--- src/rtl/core/regex_bracket_set_compiler_assert.svh ---
// assertion macros for the bracket set compiler
`ifndef REGEX_BRACKET_SET_COMPILER_ASSERT_SVH
`define REGEX_BRACKET_SET_COMPILER_ASSERT_SVH
`ifndef SYNTHESIS
`define RBSC_ASSERT_IMPL(label, clk, rst, ante, cons) \
  label: assert property (@(posedge clk) disable iff (rst) (ante) |-> (cons)) \
    else $error("assertion failed");
`define RBSC_ASSERT_NEXT(label, clk, rst, ante, cons) \
  label: assert property (@(posedge clk) disable iff (rst) (ante) |=> (cons)) \
    else $error("assertion failed");
`else
`define RBSC_ASSERT_IMPL(label, clk, rst, ante, cons)
`define RBSC_ASSERT_NEXT(label, clk, rst, ante, cons)
`endif
`endif

--- src/rtl/core/rbsc_pkg.sv ---
package rbsc_pkg;
  localparam int MaxSetsDefault = 16;
  localparam int MapW = 256;

  typedef struct packed {
    logic [7:0] pattern_byte;
    logic       new_expression;
  } in_item_t;

  typedef struct packed {
    logic [2:0]  status;
    logic [3:0]  set_index;
    logic        set_is_new;
    logic [63:0] map_bits_low;
    logic [63:0] map_bits_second;
    logic [63:0] map_bits_third;
    logic [63:0] map_bits_high;
  } out_item_t;

  typedef enum logic [2:0] {
    ST_OK = 3'd0, ST_NOT_SET = 3'd1, ST_BAD_ESC = 3'd2,
    ST_NO_CLOSE = 3'd3, ST_BAD_RANGE = 3'd4, ST_TOO_MANY = 3'd5
  } status_t;

  localparam logic [7:0] ChOpen = 8'h5B;
  localparam logic [7:0] ChClose = 8'h5D;
  localparam logic [7:0] ChCaret = 8'h5E;
  localparam logic [7:0] ChHyphen = 8'h2D;
  localparam logic [7:0] ChBslash = 8'h5C;
  localparam logic [7:0] ChX = 8'h78;
  localparam logic [7:0] ChF = 8'h66;
  localparam logic [7:0] ChR = 8'h72;
  localparam logic [7:0] ChN = 8'h6E;
  localparam logic [7:0] ChT = 8'h74;

  // parser to datapath commands
  typedef struct packed {
    logic       clear_map;
    logic       fill_map;
    logic       apply;
    logic       negate;
    logic [7:0] lo;
    logic [7:0] hi;
    logic       apply2;
    logic       search_start;
  } dp_cmd_t;

  typedef struct packed {
    logic       done;
    logic       found;
    logic       full;
    logic [7:0] index;
  } dp_stat_t;

  function automatic logic [4:0] hex_val(input logic [7:0] b);
    logic [4:0] r;
    r = 5'h10;
    if (b >= 8'h30 && b <= 8'h39) r = {1'b0, 4'(b - 8'h30)};
    else if (b >= 8'h41 && b <= 8'h46) r = {1'b0, 4'(b - 8'h37)};
    else if (b >= 8'h61 && b <= 8'h66) r = {1'b0, 4'(b - 8'h57)};
    return r;
  endfunction

  function automatic logic [MapW-1:0] range_mask(input logic [7:0] lo, input logic [7:0] hi);
    logic [MapW-1:0] m;
    for (int i = 0; i < MapW; i++) m[i] = (8'(i) >= lo) && (8'(i) <= hi);
    return m;
  endfunction
endpackage

--- src/rtl/core/rbsc_ctrl.sv ---
module rbsc_ctrl (
  input  logic clk,
  input  logic rst,
  input  rbsc_pkg::in_item_t in_item,
  input  logic in_fire,
  output logic busy,
  output rbsc_pkg::dp_cmd_t cmd,
  input  rbsc_pkg::dp_stat_t stat,
  input  logic [rbsc_pkg::MapW-1:0] map,
  output logic res_valid,
  output rbsc_pkg::out_item_t res,
  input  logic res_taken
);
  import rbsc_pkg::*;
  typedef enum logic [2:0] {
    P_IDLE, P_FIRST, P_AFTER_NEG, P_NONE, P_GOT1ST, P_HYPHEN
  } phase_t;
  typedef enum logic [1:0] {E_NONE, E_BSL, E_HI, E_LO} esc_t;

  phase_t phase, phase_next;
  esc_t esc, esc_next;
  logic [3:0] hexhi, hexhi_next;
  logic neg, neg_next;
  logic [7:0] pend, pend_next;
  logic waiting;
  logic [1:0] settle;

  logic [7:0] b, c;
  logic [4:0] hv;
  logic take, lit, close, fin, err;
  status_t err_code;

  always_comb begin
    b = in_item.pattern_byte;
    hv = hex_val(b);
    phase_next = phase; esc_next = esc; hexhi_next = hexhi; neg_next = neg;
    pend_next = pend; cmd = '0; cmd.negate = neg;
    take = 1'b0; lit = 1'b0; c = b; fin = 1'b0; err = 1'b0; err_code = ST_NOT_SET;
    close = 1'b0;
    if (phase == P_IDLE) begin
      if (b == ChOpen) begin
        phase_next = P_FIRST; esc_next = E_NONE; hexhi_next = '0; neg_next = 1'b0;
        pend_next = '0; cmd.clear_map = 1'b1;
      end else begin
        err = 1'b1; err_code = ST_NOT_SET;
      end
    end else begin
      unique case (esc)
        E_NONE: begin
          if (b == 8'd0) begin err = 1'b1; err_code = ST_NO_CLOSE; end
          else if (b == ChBslash) esc_next = E_BSL;
          else take = 1'b1;
        end
        E_BSL: begin
          esc_next = E_NONE; lit = 1'b1;
          unique case (b)
            8'd0: begin err = 1'b1; err_code = ST_NO_CLOSE; end
            ChF: begin take = 1'b1; c = 8'h0C; end
            ChR: begin take = 1'b1; c = 8'h0D; end
            ChN: begin take = 1'b1; c = 8'h0A; end
            ChT: begin take = 1'b1; c = 8'h09; end
            ChBslash: begin take = 1'b1; c = ChBslash; end
            ChX: esc_next = E_HI;
            default: begin err = 1'b1; err_code = ST_BAD_ESC; end
          endcase
        end
        E_HI: begin
          if (hv[4]) begin err = 1'b1; err_code = ST_BAD_ESC; end
          else begin hexhi_next = hv[3:0]; esc_next = E_LO; end
        end
        E_LO: begin
          if (hv[4]) begin err = 1'b1; err_code = ST_BAD_ESC; end
          else begin
            esc_next = E_NONE; lit = 1'b1; take = 1'b1; c = {hexhi, hv[3:0]};
          end
        end
        default: ;
      endcase
      close = !lit && c == ChClose;
      if (take) begin
        unique case (phase)
          P_FIRST, P_AFTER_NEG, P_NONE: begin
            if (phase == P_FIRST && !lit && c == ChCaret) begin
              neg_next = 1'b1; cmd.fill_map = 1'b1; phase_next = P_AFTER_NEG;
            end else if (close && phase != P_NONE) begin
              cmd.apply = 1'b1; cmd.lo = c; cmd.hi = c; phase_next = P_NONE;
            end else if (close) fin = 1'b1;
            else begin pend_next = c; phase_next = P_GOT1ST; end
          end
          P_GOT1ST: begin
            if (close) begin
              cmd.apply = 1'b1; cmd.lo = pend; cmd.hi = pend; fin = 1'b1;
            end else if (!lit && c == ChHyphen) phase_next = P_HYPHEN;
            else begin cmd.apply = 1'b1; cmd.lo = pend; cmd.hi = pend; pend_next = c; end
          end
          P_HYPHEN: begin
            if (close) begin
              cmd.apply = 1'b1; cmd.apply2 = 1'b1; cmd.lo = pend; cmd.hi = pend; fin = 1'b1;
            end else if (c < pend) begin err = 1'b1; err_code = ST_BAD_RANGE; end
            else begin cmd.apply = 1'b1; cmd.lo = pend; cmd.hi = c; phase_next = P_NONE; end
          end
          default: phase_next = P_IDLE;
        endcase
      end
    end
    if (err || fin) begin
      phase_next = P_IDLE; esc_next = E_NONE; hexhi_next = '0; neg_next = 1'b0; pend_next = '0;
    end
    if (!in_fire) begin
      phase_next = phase; esc_next = esc; hexhi_next = hexhi; neg_next = neg; pend_next = pend;
      cmd = '0; cmd.negate = neg;
    end else begin
      cmd.search_start = fin;
    end
  end

  assign busy = waiting || res_valid || settle != 2'd0;

  always_ff @(posedge clk) begin
    if (rst) begin
      phase <= P_IDLE; esc <= E_NONE; hexhi <= '0; neg <= 1'b0; pend <= '0;
      waiting <= 1'b0; res_valid <= 1'b0; settle <= '0;
    end else begin
      phase <= phase_next; esc <= esc_next; hexhi <= hexhi_next; neg <= neg_next;
      pend <= pend_next;
      if (settle != 2'd0) settle <= settle - 2'd1;
      if (res_valid && res_taken) res_valid <= 1'b0;
      if (in_fire && err) begin
        res_valid <= 1'b1;
        res <= '{status: err_code, default: '0};
      end
      if (in_fire && fin) begin
        waiting <= 1'b1; settle <= 2'd1;
      end
      if (waiting && stat.done) begin
        waiting <= 1'b0; res_valid <= 1'b1;
        res.status <= stat.full && !stat.found ? ST_TOO_MANY : ST_OK;
        res.set_index <= (stat.full && !stat.found) ? 4'd0 : stat.index[3:0];
        res.set_is_new <= !stat.found && !stat.full;
        {res.map_bits_high, res.map_bits_third, res.map_bits_second, res.map_bits_low} <= map;
      end
    end
  end
endmodule

--- config.mk ---
export PLATFORM = sky130hd
export DESIGN_NAME = rbsc_ctrl
export DESIGN_NICKNAME = d
export VERILOG_FILES = /design/src/rtl/core/regex_bracket_set_compiler_assert.svh /design/src/rtl/core/rbsc_pkg.sv /design/src/rtl/core/rbsc_ctrl.sv
export SDC_FILE = /design/constraint.sdc
export NUM_CORES = 1
export LEC_CHECK = 0
export ABC_AREA = 1
export BUFFER_PORTS_ARGS = -buffer_cell sky130_fd_sc_hd__buf_2
export CORE_AREA = 2 2 220 222
export CTS_BUF_LIST = sky130_fd_sc_hd__clkbuf_2 sky130_fd_sc_hd__clkbuf_4 sky130_fd_sc_hd__clkbuf_8
export CTS_CLUSTER_DIAMETER = 30
export CTS_CLUSTER_SIZE = 16
export DETAILED_ROUTE_END_ITERATION = 7
export DIE_AREA = 0 0 222 224
export SLEW_MARGIN = 20
export SYNTH_ARGS = -nofsm -noshare
export SYNTH_HDL_FRONTEND = slang
export SYNTH_SLANG_ARGS = --single-unit
--- constraint.sdc ---
create_clock -name clk -period 21.3 [get_ports clk]
set_input_delay 1.065 -clock clk [delete_from_list [all_inputs] [get_ports clk]]
set_output_delay 1.065 -clock clk [all_outputs]
set_load 0.005 [all_outputs]
==> flow_metrics.tcl, run 1 <==
set metrics [dict create \
    cts.clk_slew.worst_paths_ns 0.05 \
    via_per_inst 4.24 \
    fmax_mhz 182 \
    period_share_pct 25.8 \
    post-cts-setup-buffers 0 \
    arrival_ns 4.42 \
    grt_overflow 0 \
    power_mw 1.55 \
    globalplace.congestion 0.910 \
    antenna_found_initial 8 \
    synth.area.mux_share_pct 0 \
    vias 10800 \
    synth_ff_type "edfxtp_1" \
    synth_top_area_share_pct 62.6 \
    post-route-min-period_ns 5.49 \
    antenna_left 0 \
    drv_cap 0 \
    coreArea_um2 47300 \
    cts_root_buffer "clkbuf_8" \
    pre_cts_ws_ns 15.53 \
    worst_pin_slew_ns 1.25 \
    yosys.area_share.simple_pct 17.9 \
    wl_per_cell_um 15.8 \
    p_leak_nw 9.14 \
    synth_top_area_cell "edfxtp_1" \
    drtIter0Drc 809 \
    fp.dieArea_um2 49700 \
    cts.sinks 286 \
    synth-seq-cells 286 \
    tritoncts "yes" \
    synth_edf_count 264 \
    initial_core_util_pct 26.8 \
    synth_area_per_cell_um2 9.94 \
    fin_nets 2169 \
    mappedNetlistNets 1566 \
    synthCells 1274 \
    dr.pass1.iters 6 \
    synth_compound_area_share_pct 3.63 \
    place_hpwl_um 30100 \
    num_rows 80 \
    end_kind "primary output" \
    max_slew_margin_pct 16.9 \
    final_layout_size_suffix_gt1_share_pct 38.3 \
    pwr_density_cell_nw_per_um2 86.7 \
    setup_viol 0 \
    worstSkewPairLatency_ns 0.63 \
    grt_usage_pct 15.6 \
    hold_path_class "flip-flop to flip-flop" \
    cp.required_ns 20.24 \
    cts_buffers 74 \
    cts_resized 0 \
    rsz0062_at_grt "false" \
    netlist-cell-type-count 42 \
    fill_cells 4807 \
    tns_ns 0 \
    yosysWarnings 0 \
    ys_async_sr_fraction_pct 0 \
    cts_max_level 3 \
    synth_xor_area_share_pct 0.0691 \
    fin_util_pct 37.7 \
    grt_max_degree 191 \
    synth_fa_ha_area_share_pct 1.19 \
    ir_worst_vdd_mv 0.0600 \
    synth_area_leaders "edfxtp_1 63%, nor2_1 9.9%, inv_1 9.4%" \
    syn_to_final_growth_pct 41.0 \
    cts.path.max_buffers 3 \
    startpoint_type "input port" \
    boundaryPins 568 \
    die_h_um 224 \
    drc 0 \
    netlist_area_um2 12700 \
    crit_type "input port to primary output" \
    grt_pass1_wl_um 59700 \
    synth_top_family_by_area "simple AND/OR/NAND/NOR gates" \
    slew_viol_final 0 \
    die_x_um 222 \
    worstPathMaxFanout 14 \
    port_buffers 562 \
    hold_viol 0 \
    yosysSeqAreaShare_pct 66.1 \
    cts_hold_buf 0 \
    setup_ws_ns 15.81 \
    routed_wl_um 40500 \
    grt_pass1_vias 10800 \
    outcome "finished clean" \
    clock_skew_ns 0.0390 \
]
==> synthesized netlist by cell type (2+ instances only) <==
master and n:
dfxtp_1 22, o21ai_0 8, ha_1 12, buf_4 2, o211ai_1 2, edfxtp_1 264
nand3_2 6, a21oi_2 2, o31ai_1 5, nand2_1 98, nand2_2 10, nand3_1 36
nor2_4 5, nor2_1 335, inv_1 318, nand2_4 3, nor2_2 4, nor4_1 2
buf_1 2, nand3_4 3, clkinv_1 2, buf_2 2, nor3_1 11, o21ai_1 5
a21oi_1 34, inv_2 12, clkbuf_1 31, nand4_1 8, a31oi_1 17
==> flip-flops by register name (all words and copies together) (netlist names) <==
register	cells
esc	2
hexhi	4
neg	1
pend	8
phase	3
res	264
res_valid	1
settle	2
waiting	1
==> layout make-up <==
cell class	instances	area, µm²	share of cell area (%)
clock buffer	91	1170	6.56
tap	615	769	4.31
timing repair buffer	565	2860	16.0
clock inverter	47	538	3.01
antenna	2	5.00	0.0280
multi-input combinational	617	2900	16.2
sequential	286	8370	46.8
inverter	333	1250	7.01
==> routing by layer <==
metal	track usage [%]	vias up	wire length (µm)	share of wire (%)
met2	27.7	505	20700	51
met1	16.8	5013	14800	37
li1	-	5203	-	-
met4	7.74	12	1420	3.5
met3	5.19	96	3450	8.5
met5	0	-	75	0.19
==> critical path, stage by stage <==
cell     delay, ns
buf_2         0.19
inv_1         0.12
ha_1          0.27
inv_1         0.12
nor2_1        0.06
nand3_2       0.09
nand2_2       0.08
nor2_4        0.13
nand3_2       0.09
nand2_1       0.08
nand2_1       0.05
nand2_1       0.21
inv_1         0.11
ha_1          0.30
a21oi_1       0.17
nand2_1       0.08
nand2_1       0.10
nand2_1       0.08
nor2_1        0.21
inv_1         0.28
a31oi_1       0.31
nor2_1        0.06
buf_2         0.17
==> path summary, 6_finish.rpt <==
| kind | from | end | slack (ns) | cells past startpoint |
|---|---|---|---|---|
| setup / recovery | in_item[2] | cmd[10] | 15.81 | 23 |
| hold / removal | hexhi[2] | hexhi[2] | 0.45 | 2 |
| setup reg to reg | esc[0] | res[87] | 16.60 | 20 |
| hold reg to reg | hexhi[2] | hexhi[2] | 0.45 | 2 |
==> layout by cell type (no fill, tap or decap), drive strengths merged, types with 11 or more instances in the layout <==
master,instances
nor3,11
inv,335
clkbuf,91
dfxtp,22
o21ai,15
ha,12
nor2,344
a31oi,17
nand2,111
edfxtp,264
clkinv,28
buf,565
a21oi,36
nand3,45
==> stage by stage <==
step | cell area (µm²) | cells | hold WS, ns
floorplan | 12700 | 1274 | 0.435
global placement | 16200 | 2416 | 0.450
detailed placement | 16200 | 2416 | 0.450
CTS | 17900 | 2554 | 0.458
global route | 17900 | 2555 | 0.476
finish | 17900 | 2556 | 0.454
==> where the power goes <==
part / internal, mW / switching [mW]
Combinational: 0.0488 / 0.0800
Sequential: 0.638 / 0.00639
Clock: 0.491 / 0.284
Total: 1.18 / 0.371
==> cells by family after synthesis <==
group	after synthesis
compound gates	78
simple gates	526
flops	286
buf+inv	371
xor+xnor	1
fa+ha+maj	12
Power figures use the tool's default switching activity.
==> run 2: changes to the inputs <==
Settings changed: ABC_AREA 1 to 0, CORE_AREA 2 2 220 222 to 2 2 223 225, DIE_AREA 0 0 222 224 to 0 0 225 227.
Clock period 21.3 ns to 5.4 ns, I/O delays scaled along.
==> flow_metrics.tcl, run 2 <==
set metrics [dict create \
    post-cts-setup-buffers 0 \
    synth_top_area_cell "edfxtp_1" \
    p_int_mw 4.44 \
    p_sw_mw 1.44 \
    rr_worst_depth 15 \
    place_hpwl_um 32200 \
    tns_ns 0 \
    hold_viol 0 \
    critPathBufInv 2 \
    fp.dieArea_um2 51100 \
    cts_buffers 70 \
    period_share_pct 91.1 \
    die_h_um 227 \
    post-route-min-period_ns 4.92 \
    worstReg2RegEnd "res[240]" \
    grt_max_degree 136 \
    antenna_left 0 \
    netlist_area_um2 12400 \
    synth_edf_count 264 \
    yosysMostFrequentCell "edfxtp_1" \
    seqCellArea_um2 8370 \
    slew_viol_final 0 \
    synthCells 950 \
    drc 0 \
    yosysWarnings 0 \
    drv_cap 0 \
    rsz0062_at_grt "false" \
    r2r_start "esc[0]" \
    synth_area_leaders "edfxtp_1 64%, and3_1 13%, dfxtp_1 3.6%" \
    cts.sinks 286 \
    num_rows 81 \
    slowest_delay_ns 0.80 \
    outcome "finished clean" \
    ff2ff_setup_slack_ns 0.81 \
    swShare_pct 24.4 \
    mappedNetlistNets 1242 \
    p_comb_share_pct 9.2 \
    met2_length_um 23300 \
    cp.required_ns 5.13 \
    dp.cells 2068 \
    fill_cells 4457 \
    hold_path_depth 2 \
    ir_worst_vdd_mv 0.134 \
    grt_usage_pct 17.8 \
    via_per_inst 4.65 \
    hold_path_class "input port to flip-flop" \
    fmax_mhz 203 \
    setup_ws_ns 0.483 \
    arrival_ns 4.65 \
    setup_viol 0 \
    boundaryPins 568 \
    dr_wl_met3_um 3670 \
    multi_input_area_um2 3690 \
    synth_top_area_share_pct 64.1 \
    pre_cts_ws_ns 0.499 \
    yosysSeqAreaShare_pct 67.6 \
    worstSkewPairLatency_ns 0.63 \
    worstHoldEndpoint "res[33]" \
    globalplace.congestion 0.876 \
    synth_ff_type "edfxtp_1" \
    coreArea_um2 48500 \
    fin_nets 2075 \
    vias 11500 \
    grt_pass1_vias 11800 \
    routed_wl_um 48100 \
    crit_type "flip-flop to primary output" \
    syn_to_final_growth_pct 63.1 \
    worstPathMaxFanout 22 \
    synth_commonest_cells "264 x edfxtp_1, 262 x and3_1, 70 x clkbuf_1, 39 x nand2_1, 37 x nor2_1" \
    pwr-share-seq_pct 42.6 \
    crit_slowest_cell "or3_2" \
    p_leak_nw 9.20 \
    dr.pass1.iters 8 \
    synth-seq-cells 286 \
    largest_reg_flops 264 \
    cts.path.max_buffers 3 \
    wl_per_cell_um 19.5 \
    cts.clk_slew.worst_paths_ns 0.05 \
    fin_util_pct 41.6 \
    cts_max_level 3 \
    wl_met1_um 18800 \
    routed.top_layer "met5" \
    cts_root_buffer "clkbuf_8" \
    clockPowerShare_pct 48.2 \
    ys_async_sr_fraction_pct 0 \
    grt_overflow 0 \
    largestRegisters "res x264, pend x8, hexhi x4" \
    worstHoldStart "map[225]" \
    netlist-cell-type-count 72 \
    max_slew_margin_pct 40.1 \
    final_common_cell "buf_2" \
    startpoint_type "flip-flop" \
    end_kind "primary output" \
    port_buffers 562 \
    final_cell_mix "561 x buf_2, 265 x dlygate4sd3_1, 264 x edfxtp_1" \
    critPathTopFamily "compound AO/OA/AOI/OAI gates" \
    pwr_density_cell_nw_per_um2 291 \
    final_layout_size_suffix_gt1_share_pct 39.8 \
    initial_core_util_pct 25.5 \
    clock_skew_ns 0.0286 \
    synth_area_per_cell_um2 13.0 \
    tritoncts "yes" \
    fin_cells 2466 \
    drtIter0Drc 696 \
    grt_pass1_wl_um 69400 \
    worst_pin_slew_ns 0.898 \
    top_register "res" \
    die_x_um 225 \
    cp_cell_sequence "clkinv_1 -> nor2_1 -> a221oi_1 -> a2111oi_1 -> o211ai_1 -> or3_2 -> a21oi_2 -> a311oi_1 -> nor3_1 -> buf_2" \
    antenna_found_initial 7 \
]
==> run 2: cell count changes in the layout (fill, tap and decap cells not counted), sizes merged, moves of 14 or more <==
cell	delta
inv	-306
buf	+14
nand3	-24
dlygate4sd3	+265
nand2	-72
nor2	-306
and3	+261
==> run 2: worst max path at each step <==
| stage | from | to | slack [ns] | depth (start not counted) |
|---|---|---|---|---|
| finish | esc[0] | cmd[5] | 0.48 | 10 |
| CTS | esc[0] | cmd[5] | 0.29 | 10 |
| floorplan | in_item[1] | res[0] | -2.00 | 16 |
| global route | esc[0] | cmd[8] | 0.17 | 10 |
| global placement | in_item[1] | res[67] | 0.55 | 19 |
| detailed placement | in_item[1] | res[170] | 0.50 | 19 |
==> run 2: timing repair <==
action	CTS	global route
resized for setup	0	4
hold endpoints to repair	265	0
hold buffers	265	0
setup endpoints to repair	0	13
==> run 2: layout make-up <==
| cell class | instances | share of cell area (%) |
|---|---|---|
| multi-input cells | 555 | 18.3 |
| inverters | 26 | 0.502 |
| diodes | 4 | 0.0496 |
| repair buffers | 844 | 28.2 |
| flip-flops and latches | 286 | 41.5 |
| clock inverters | 50 | 2.43 |
| well taps | 622 | 3.86 |
| clock buffers | 79 | 5.20 |
==> run 2: cells by family after synthesis <==
| kind of cell | after synthesis | synth area share, % |
|---|---|---|
| AND/OR/NAND/NOR | 416 | 19.8 |
| flip-flops | 286 | 67.6 |
| AO/OA/AOI/OAI | 111 | 6.61 |
| buffers and inverters | 109 | 3.53 |
| multiplexers | 12 | 0.971 |
| adder cells (fa/ha/maj) | 12 | 1.21 |
| XOR/XNOR | 4 | 0.283 |
==> run 2: power groups by stage <==
stage,combinational [mW],clock [mW],sequential (mW)
finish,0.541,2.84,2.50
global route,0.579,3.01,2.51
CTS,0.536,2.90,2.50
detailed placement,0.375,0,2.55
global placement,0.371,0,2.54
floorplan,0.123,0,2.56
==> run 2: per-stage QoR <==
stage	area, µm²	hold slack, ns	total power [mW]
floorplan	12500	0.375	2.69
global placement	16000	0.484	2.91
detailed placement	16000	0.483	2.92
CTS	20100	0.0152	5.94
global route	20200	0.0714	6.10
finish	20200	0.0757	5.88
==> run 2: routing by layer <==
| layer | up-vias | track usage, % |
|---|---|---|
| met5 | - | 0 |
| met4 | 6 | 10.1 |
| met3 | 119 | 4.98 |
| met2 | 525 | 29.8 |
| met1 | 5480 | 20.6 |
| li1 | 5325 | - |
